`src/design/local_maxima_run_detector_top_macros.svh`:
```
// Assertion shorthands shared by the detector RTL.
`ifndef LOCAL_MAXIMA_RUN_DETECTOR_TOP_MACROS_SVH
`define LOCAL_MAXIMA_RUN_DETECTOR_TOP_MACROS_SVH

`ifndef SYNTHESIS
// same-cycle implication
`define LMRD_ASSERT_IMP(label, clk, rst_n, lhs, rhs) \
    label: assert property (@(posedge clk) disable iff (!rst_n) (lhs) |-> (rhs)) \
        else $error("lmrd: same-cycle check failed");
// next-cycle implication
`define LMRD_ASSERT_NXT(label, clk, rst_n, lhs, rhs) \
    label: assert property (@(posedge clk) disable iff (!rst_n) (lhs) |=> (rhs)) \
        else $error("lmrd: next-cycle check failed");
`else
`define LMRD_ASSERT_IMP(label, clk, rst_n, lhs, rhs)
`define LMRD_ASSERT_NXT(label, clk, rst_n, lhs, rhs)
`endif

`endif

```
`src/design/lmrd_pkg.sv`:
```
`timescale 1ns / 1ps

package lmrd_pkg;

    localparam int SAMPLE_W = 16;
    localparam int POS_W    = 17;
    localparam int WIDTH_W  = 16;
    localparam int COUNT_W  = 16;

    // longest vector the position counters handle
    localparam logic [POS_W-1:0] MAX_LEN = POS_W'(65536);

    // register indexes; byte address is index * 4
    localparam logic [2:0] REG_MIN_WIDTH = 3'd0;
    localparam logic [2:0] REG_MAX_PEAKS = 3'd1;
    localparam logic [2:0] REG_SCAN_END  = 3'd2;
    localparam logic [2:0] REG_EDGE_OK   = 3'd3;
    localparam logic [2:0] REG_SEQ_LEN   = 3'd4;

    typedef enum logic [1:0] {
        DIR_FLAT = 2'd0,
        DIR_RISE = 2'd1,
        DIR_FALL = 2'd2,
        DIR_NONE = 2'd3
    } dir_t;

    typedef struct packed {
        logic signed [SAMPLE_W-1:0] sample;
        logic                       last_sample;
    } lmrd_in_t;

    typedef struct packed {
        logic        [POS_W-1:0]    peak_position;
        logic signed [SAMPLE_W-1:0] peak_value;
        logic        [POS_W-1:0]    peak_number;
    } lmrd_out_t;

    typedef struct packed {
        logic [WIDTH_W-1:0] min_width;
        logic [COUNT_W-1:0] max_peaks;
        logic               scan_from_end;
        logic               edge_ok;
        logic [POS_W-1:0]   seq_length;
    } lmrd_cfg_t;

endpackage

```
`src/design/lmrd_regs.sv`:
```
`timescale 1ns / 1ps

module lmrd_regs
    import lmrd_pkg::*;
(
    input  logic        clk,
    input  logic        rst_n,
    input  logic        psel,
    input  logic        penable,
    input  logic        pwrite,
    input  logic [4:0]  paddr,
    input  logic [31:0] pwdata,
    output logic [31:0] prdata,
    output logic        pready,
    output lmrd_cfg_t   cfg
);

    lmrd_cfg_t  cfg_reg;
    lmrd_cfg_t  cfg_next;
    logic [2:0] index;
    logic       wr_en;

    assign index  = paddr[4:2];
    assign wr_en  = psel && penable && pwrite;
    assign pready = 1'b1;
    assign cfg    = cfg_reg;

    always_comb
    begin
        cfg_next = cfg_reg;
        if (wr_en)
        begin
            case (index)
                REG_MIN_WIDTH: cfg_next.min_width     = pwdata[WIDTH_W-1:0];
                REG_MAX_PEAKS: cfg_next.max_peaks     = pwdata[COUNT_W-1:0];
                REG_SCAN_END:  cfg_next.scan_from_end = pwdata[0];
                REG_EDGE_OK:   cfg_next.edge_ok       = pwdata[0];
                REG_SEQ_LEN:   cfg_next.seq_length    = pwdata[POS_W-1:0];
                default:       cfg_next = cfg_reg;
            endcase
        end
    end

    always_comb
    begin
        case (index)
            REG_MIN_WIDTH: prdata = 32'(cfg_reg.min_width);
            REG_MAX_PEAKS: prdata = 32'(cfg_reg.max_peaks);
            REG_SCAN_END:  prdata = 32'(cfg_reg.scan_from_end);
            REG_EDGE_OK:   prdata = 32'(cfg_reg.edge_ok);
            REG_SEQ_LEN:   prdata = 32'(cfg_reg.seq_length);
            default:       prdata = 32'd0;
        endcase
    end

    always_ff @(posedge clk or negedge rst_n)
    begin
        if (!rst_n)
        begin
            cfg_reg.min_width     <= WIDTH_W'(1);
            cfg_reg.max_peaks     <= '0;
            cfg_reg.scan_from_end <= 1'b0;
            cfg_reg.edge_ok       <= 1'b0;
            cfg_reg.seq_length    <= MAX_LEN;
        end
        else
        begin
            cfg_reg <= cfg_next;
        end
    end

endmodule

```
`src/design/lmrd_core.sv`:
```
`timescale 1ns / 1ps
`include "local_maxima_run_detector_top_macros.svh"

module lmrd_core
    import lmrd_pkg::*;
(
    input  logic      clk,
    input  logic      rst_n,
    input  logic      step,
    input  lmrd_in_t  item,
    input  lmrd_cfg_t cfg,
    output logic      found,
    output lmrd_out_t result
);

    logic signed [SAMPLE_W-1:0] prior_reg, prior_next;
    logic [POS_W-1:0]           pos_reg, pos_next;
    dir_t                       dir_reg, dir_next;
    logic [POS_W-1:0]           run_len_reg, run_len_next;
    logic [POS_W-1:0]           prev_run_reg, prev_run_next;
    logic [POS_W-1:0]           sw_pos_reg, sw_pos_next;
    logic signed [SAMPLE_W-1:0] sw_val_reg, sw_val_next;
    logic [1:0]                 changes_reg, changes_next;
    logic [POS_W-1:0]           peaks_reg, peaks_next;
    logic [POS_W-1:0]           last_rep_reg, last_rep_next;
    logic                       stopped_reg, stopped_next;

    logic [POS_W-1:0] len;
    logic [POS_W-1:0] pos_n;
    logic [POS_W:0]   here_bwd;
    logic [POS_W:0]   next_bwd;
    logic [POS_W-1:0] here;
    logic [POS_W-1:0] next_pos;
    logic             backward;
    logic             at_end;
    logic             active;
    logic             falling;
    logic [POS_W-1:0] width_ext;
    dir_t             dir;

    always_comb
    begin
        len       = (cfg.seq_length > MAX_LEN) ? MAX_LEN : cfg.seq_length;
        pos_n     = pos_reg + 1'b1;
        at_end    = item.last_sample || (pos_n >= len);
        backward  = (cfg.max_peaks != '0) && cfg.scan_from_end;
        here_bwd  = {1'b0, len} + (POS_W+1)'(2) - {1'b0, pos_n};
        next_bwd  = {1'b0, len} + (POS_W+1)'(1) - {1'b0, pos_n};
        here      = backward ? here_bwd[POS_W-1:0] : (pos_n - 1'b1);
        next_pos  = backward ? next_bwd[POS_W-1:0] : pos_n;
        width_ext = POS_W'(cfg.min_width);
        active    = !stopped_reg && (pos_n >= POS_W'(2));

        if (item.sample > prior_reg)
            dir = DIR_RISE;
        else if (item.sample < prior_reg)
            dir = DIR_FALL;
        else
            dir = DIR_FLAT;
        falling = (dir == DIR_FALL);

        prior_next    = item.sample;
        pos_next      = pos_n;
        dir_next      = dir_reg;
        run_len_next  = run_len_reg;
        prev_run_next = prev_run_reg;
        sw_pos_next   = sw_pos_reg;
        sw_val_next   = sw_val_reg;
        changes_next  = changes_reg;
        peaks_next    = peaks_reg;
        last_rep_next = last_rep_reg;
        stopped_next  = stopped_reg;
        found         = 1'b0;
        result        = '0;

        if (active)
        begin
            if (dir == dir_reg)
            begin
                run_len_next = run_len_reg + 1'b1;
            end
            else
            begin
                dir_next      = dir;
                prev_run_next = run_len_reg;
                run_len_next  = POS_W'(1);
                sw_pos_next   = here;
                sw_val_next   = prior_reg;
                if (changes_reg != 2'd3)
                    changes_next = changes_reg + 1'b1;
            end

            found = falling && (prev_run_next >= width_ext) && (run_len_next == width_ext);
            if (cfg.edge_ok)
            begin
                // peak cut off at the start of the vector
                if (falling && (changes_next != 2'd3) && (run_len_next == width_ext))
                    found = 1'b1;
                // peak cut off at, or sitting on, the end of the vector
                if (at_end && ((falling && (prev_run_next >= width_ext)) ||
                               (!falling && (run_len_next >= width_ext))))
                    found = 1'b1;
                if (found && !falling)
                begin
                    sw_pos_next = next_pos;
                    sw_val_next = item.sample;
                end
                // drop a repeat of the previous report
                if (found && (peaks_reg != '0) && (last_rep_reg == sw_pos_next))
                    found = 1'b0;
            end

            if (found)
            begin
                peaks_next           = peaks_reg + 1'b1;
                last_rep_next        = sw_pos_next;
                result.peak_position = sw_pos_next;
                result.peak_value    = sw_val_next;
                result.peak_number   = peaks_next;
                if ((cfg.max_peaks != '0) && (peaks_next == POS_W'(cfg.max_peaks)))
                    stopped_next = 1'b1;
            end
        end

        if (at_end)
        begin
            prior_next    = '0;
            pos_next      = '0;
            dir_next      = DIR_NONE;
            run_len_next  = '0;
            prev_run_next = '0;
            sw_pos_next   = '0;
            sw_val_next   = '0;
            changes_next  = '0;
            peaks_next    = '0;
            last_rep_next = '0;
            stopped_next  = 1'b0;
        end
    end

    always_ff @(posedge clk or negedge rst_n)
    begin
        if (!rst_n)
        begin
            prior_reg    <= '0;
            pos_reg      <= '0;
            dir_reg      <= DIR_NONE;
            run_len_reg  <= '0;
            prev_run_reg <= '0;
            sw_pos_reg   <= '0;
            sw_val_reg   <= '0;
            changes_reg  <= '0;
            peaks_reg    <= '0;
            last_rep_reg <= '0;
            stopped_reg  <= 1'b0;
        end
        else if (step)
        begin
            prior_reg    <= prior_next;
            pos_reg      <= pos_next;
            dir_reg      <= dir_next;
            run_len_reg  <= run_len_next;
            prev_run_reg <= prev_run_next;
            sw_pos_reg   <= sw_pos_next;
            sw_val_reg   <= sw_val_next;
            changes_reg  <= changes_next;
            peaks_reg    <= peaks_next;
            last_rep_reg <= last_rep_next;
            stopped_reg  <= stopped_next;
        end
    end

    // a run exists exactly when at least one direction has been seen
    `LMRD_ASSERT_IMP(a_run_vs_changes, clk, rst_n, changes_reg == 2'd0, run_len_reg == '0)
    // stopping only follows a report
    `LMRD_ASSERT_IMP(a_stop_has_peak, clk, rst_n, stopped_reg, peaks_reg != '0)
    // a fresh vector has no reports yet
    `LMRD_ASSERT_IMP(a_fresh_vector, clk, rst_n, pos_reg == '0, peaks_reg == '0)

endmodule

```
`src/design/local_maxima_run_detector_top.sv`:
```
`timescale 1ns / 1ps
// Channel   Handshake                    Payload       Notes
// sample    sample_valid / sample_stall  sample_item   one sample per request
// peak      peak_valid / peak_stall      peak_item     zero or one per sample
// config    APB psel/penable/pwrite      paddr/pwdata  5 registers, 4-byte stride
//
// One sample per cycle sustained while peak_stall is low; a report is offered once its
// sample has passed the input register, then the result register behind the run logic.
// The run/peak update is one compare plus counter updates between the two registers.
// Reset clears all run state and loads register defaults; no clearing pass.
// A peak stall holds the result register; the input register still holds one
// sample, so sample_stall rises only when that register is full and blocked.

module local_maxima_run_detector_top
    import lmrd_pkg::*;
(
    input  logic        clk,
    input  logic        rst_n,
    input  logic        sample_valid,
    output logic        sample_stall,
    input  lmrd_in_t    sample_item,
    output logic        peak_valid,
    input  logic        peak_stall,
    output lmrd_out_t   peak_item,
    input  logic        psel,
    input  logic        penable,
    input  logic        pwrite,
    input  logic [4:0]  paddr,
    input  logic [31:0] pwdata,
    output logic [31:0] prdata,
    output logic        pready
);

`include "local_maxima_run_detector_top_macros.svh"

    lmrd_cfg_t cfg;
    lmrd_in_t  in_item_reg;
    logic      in_valid_reg, in_valid_next;
    lmrd_out_t out_item_reg;
    logic      out_valid_reg, out_valid_next;
    lmrd_out_t result;
    logic      found;
    logic      step;
    logic      take_in;

    lmrd_regs u_regs (
        .clk     (clk),
        .rst_n   (rst_n),
        .psel    (psel),
        .penable (penable),
        .pwrite  (pwrite),
        .paddr   (paddr),
        .pwdata  (pwdata),
        .prdata  (prdata),
        .pready  (pready),
        .cfg     (cfg)
    );

    lmrd_core u_core (
        .clk    (clk),
        .rst_n  (rst_n),
        .step   (step),
        .item   (in_item_reg),
        .cfg    (cfg),
        .found  (found),
        .result (result)
    );

    // the held sample moves on when the result slot is free or being emptied
    assign step           = in_valid_reg && (!out_valid_reg || !peak_stall);
    assign sample_stall   = in_valid_reg && !step;
    assign take_in        = sample_valid && !sample_stall;
    assign in_valid_next  = take_in || (in_valid_reg && !step);
    assign out_valid_next = (step && found) || (out_valid_reg && peak_stall);
    assign peak_valid     = out_valid_reg;
    assign peak_item      = out_item_reg;

    always_ff @(posedge clk or negedge rst_n)
    begin
        if (!rst_n)
        begin
            in_valid_reg  <= 1'b0;
            out_valid_reg <= 1'b0;
        end
        else
        begin
            in_valid_reg  <= in_valid_next;
            out_valid_reg <= out_valid_next;
        end
    end

    always_ff @(posedge clk)
    begin
        if (take_in)
            in_item_reg <= sample_item;
        if (step && found)
            out_item_reg <= result;
    end

    `LMRD_ASSERT_NXT(a_report_lands, clk, rst_n, step && found, out_valid_reg)
    `LMRD_ASSERT_IMP(a_stall_needs_full, clk, rst_n, sample_stall, in_valid_reg && out_valid_reg)
    `LMRD_ASSERT_NXT(a_no_drop, clk, rst_n, out_valid_reg && peak_stall, out_valid_reg)

endmodule
```
`config.mk`:
```
export PLATFORM = sky130hd
export DESIGN_NAME = local_maxima_run_detector_top
export DESIGN_NICKNAME = d
export VERILOG_FILES = /design/src/design/lmrd_pkg.sv /design/src/design/lmrd_regs.sv /design/src/design/lmrd_core.sv /design/src/design/local_maxima_run_detector_top.sv
export VERILOG_INCLUDE_DIRS = /design/src /design/src/design
export SDC_FILE = /design/constraint.sdc
export NUM_CORES = 1
export LEC_CHECK = 0
export ABC_CLOCK_PERIOD_IN_PS = 15500
export BUFFER_PORTS_ARGS = -buffer_cell sky130_fd_sc_hd__buf_2
export CORE_MARGIN = 10
export CORE_UTILIZATION = 40
export CTS_CLUSTER_DIAMETER = 200
export DETAILED_ROUTE_END_ITERATION = 10
export PLACE_DENSITY = 0.58
export SLEW_MARGIN = 10
export SYNTH_ARGS = -nofsm -noshare
export SYNTH_HDL_FRONTEND = slang
export SYNTH_SLANG_ARGS = --single-unit
```
`constraint.sdc`:
```
create_clock -name clk -period 15.5 [get_ports clk]
set_input_delay 2.325 -clock clk [delete_from_list [all_inputs] [get_ports clk]]
set_output_delay 2.325 -clock clk [all_outputs]
set_load 0.05 [all_outputs]
```
==> impl_metrics.csv <==
group,metric,value,unit
outcome,outcome,"finished clean",
place,placed_cell_area,17800,sq um
layout,fillers,4087,
clock_tree,cts_hold_buf,0,
power_and_ir_drop,p_sw_share,40.5,%
layout,drive_gt1_share,14.8,%
worst_setup_path,r2r_slack,6920,ps
hold_path,hp-class,"flip-flop to flip-flop",
global_route,grt_usage,19.5,%
synth,syn_avg_cell_area,9.28,sq um
clock_tree,clock_insertion_delay_worst_skew,580,ps
synth,synth_flop_cell,"dfrtp_1",
drt,met1Wirelength,22900,microns
sta,relSlewSlack,20.4,%
die,die_width,225,microns
sta,final-setup-viol-count,0,
drt,drc,0,
sta,skew,11.5,ps
power_and_ir_drop,clkPwrFrac,28.0,%
worst_setup_path,timing.rr.start,"in_item_reg[16]",
sta,fmax,116,MHz
die,start_util,40.4,%
worst_setup_path,arrival,9040,ps
power_and_ir_drop,p_sw,0.00111,W
layout,multi_input_area,9230,sq um
synth,synth_seq_cells,259,
hold_path,hold-path-endpoint,"u_core.sw_val_reg[11]",
clock_tree,clockBufferDepth,3,
place,place_ws,6980,ps
power_and_ir_drop,seq_power_share,32.1,%
drt,firstDrtPassIters,5,
global_route,grt_pass1_wl,78600,microns
place,dp_hpwl,36600,microns
layout,regArea,6820,sq um
sta,rsz0062_at_grt,"false",
layout,largest_reg_flops,51,
global_route,first_global_vias,13600,
synth,ys_seq_area_share,40.4,%
power_and_ir_drop,leakage,8.40,nW
synth,synth-edff-count,67,
hold_path,min-delay-start,"u_core.sw_val_reg[11]",
sta,setup_ws,6920,ps
clock_tree,cts.sinks,259,
layout,fin_area,18900,sq um
synth,yosys_warnings,0,
run,cap_violations,0,
drt,vias,13800,
clock_tree,htreeDepth,1,
worst_setup_path,cp-end-kind,"flip-flop",
layout,final_common_cell,"nand2_1",
drt,route.met3.wl,2410,microns
drt,wire_per_inst,20.7,microns
layout,n_antenna_cell,0,
die,core_area,41900,sq um
drt,drt_wl_total,50300,microns
worst_setup_path,worstPathMaxFanout,58,
drt,top_layer_used,"met4",
worst_setup_path,crit-reg2reg-capture,"u_core.last_rep_reg[15]",
hold_path,hold_depth,2,
global_route,grt_max_degree,75,
place,finalWeightedCongestion,0.959,
power_and_ir_drop,pwr-share-comb,39.9,%
synth,yosys.cell_types.count,89,
global_route,antenna_found_initial,0,
die,pin_count,146,
layout,post-route-util,45.1,%
drt,drt-initial-drc-count,1021,
drt,ant_nets,0,
drt,viasPerCell,5.67,
sta,setup_tns,0,ps
die,die_area,50800,sq um
layout,areaGrowthSynthToFinish,11.7,%
power_and_ir_drop,vdd_drop_max,0.000107,V
clock_tree,cts_tree,"yes",
layout,layout.nets,2039,
die,row_count,75,
power_and_ir_drop,cellPowerDensity,145,nW/um^2
sta,tightestPinTransition,1190,ps
global_route,grt_overflow,0,
die,die_y,225,microns
sta,drv_slew,0,
worst_setup_path,r2r_cells,23,
sta,fin_crit,8580,ps
clock_tree,cts_setup_buffers,0,
synth,async_flop_share,74.1,%
synth,syn-cell-area,16900,sq um
worst_setup_path,crit_type,"flip-flop to flip-flop",
synth,syn_inst,1819,
worst_setup_path,startpoint_type,"flip-flop",
place,port_buffers,112,
sta,post-route-period-util,55.4,%
worst_setup_path,crit_required,15960,ps
power_and_ir_drop,internal_power,0.00163,W
clock_tree,clk_pin_slew_worst_paths,60,ps
sta,whs,480,ps
clock_tree,cts_buffers,30,
layout,final_cell_mix,"222 x nand2_1, 188 x dfrtp_1, 139 x nor2_1",
clock_tree,root_buffer,"clkbuf_16",
sta,finalHoldViolations,0,
drt,wl_met2,23700,microns
clock_tree,cts_resized,0,
## Yosys cell counts (19+ instances only)
cell type,n,area (sq um)
a21oi_1,104,521
a22o_1,64,561
buf_4,27,203
clkbuf_1,73,274
dfrtp_1,188,4700
edfxtp_1,67,2010
ha_1,102,1280
inv_1,91,342
mux2_2,59,664
mux2i_1,37,370
nand2_1,222,833
nand3_1,65,325
nand4_1,29,181
nor2_1,142,533
nor2b_1,24,150
nor4_1,25,156
o211ai_1,19,143
o21ai_0,102,510
xnor2_1,62,543
xor2_1,52,455
## logic make-up (layout without fill, tap and decap cells)
family,count (synthesis),in the layout,synth area share [%]
simple gates,606,606,17.1
xor+xnor,114,114,5.91
mux,99,99,6.53
buf+inv,217,281,5.56
fa+ha+maj,105,105,7.91
other cells,2,16,0.0445
flops,259,259,40.4
compound gates,417,417,16.6
## how the worst max path moves through the flow
stage                                from                       to
after global placement    in_item_reg[16]  u_core.last_rep_reg[15]
final                     in_item_reg[16]  u_core.last_rep_reg[15]
after CTS                  in_item_reg[4]  u_core.last_rep_reg[15]
after global routing      in_item_reg[16]  u_core.last_rep_reg[15]
after floorplan           in_item_reg[16]             peak_item[0]
after detailed placement   in_item_reg[4]  u_core.last_rep_reg[15]
## metrics by stage
stage	total power [W]	std cells
after global routing	0.00290	2436
after global placement	0.00196	2380
after detailed placement	0.00197	2380
after CTS	0.00275	2436
after floorplan	0.00166	1833
final	0.00275	2436
## per-layer routing
| metal | vias up | global-route usage [%] |
|---|---|---|
| met3 | 63 | 2.62 |
| met5 | - | 0 |
| met4 | 0 | 5.36 |
| met1 | 6817 | 26.5 |
| met2 | 338 | 31.9 |
| li1 | 6598 | - |
## cell type report
type	count	share of cell area, %
multi-input cells	1357	48.9
flip-flops and latches	259	36.2
clock buffers	32	4.18
repair buffers	130	3.73
well taps	539	3.57
inverters	95	1.89
clock inverters	24	1.55
## worst max-delay path, stage by stage (launching register included)
cell and delay [ps]:
edfxtp_1 450, ha_1 510, nand4_2 240, nor4_2 520
nor4bb_1 170, mux2_2 360, nor2_4 750, nor2_1 180
ha_1 360, a211o_1 300, a21oi_1 120, nand3_1 80
o211ai_1 120, a31oi_1 120, a2111oi_2 850, a21o_1 560
o2111ai_1 180, o31ai_1 310, nand4_1 180, o31ai_4 790
buf_4 660, nor2_1 100, buf_4 240, a22o_1 250
## power by group through the flow
| stage | Clock, W | Sequential, W | Combinational [W] |
|---|---|---|---|
| after floorplan | 0 | 0.000855 | 0.000803 |
| after global placement | 0 | 0.000887 | 0.00107 |
| after detailed placement | 0 | 0.000891 | 0.00108 |
| after CTS | 0.000785 | 0.000880 | 0.00109 |
| after global routing | 0.000814 | 0.000891 | 0.00120 |
| final | 0.000768 | 0.000882 | 0.00110 |
(Power assumes the default switching activity.)
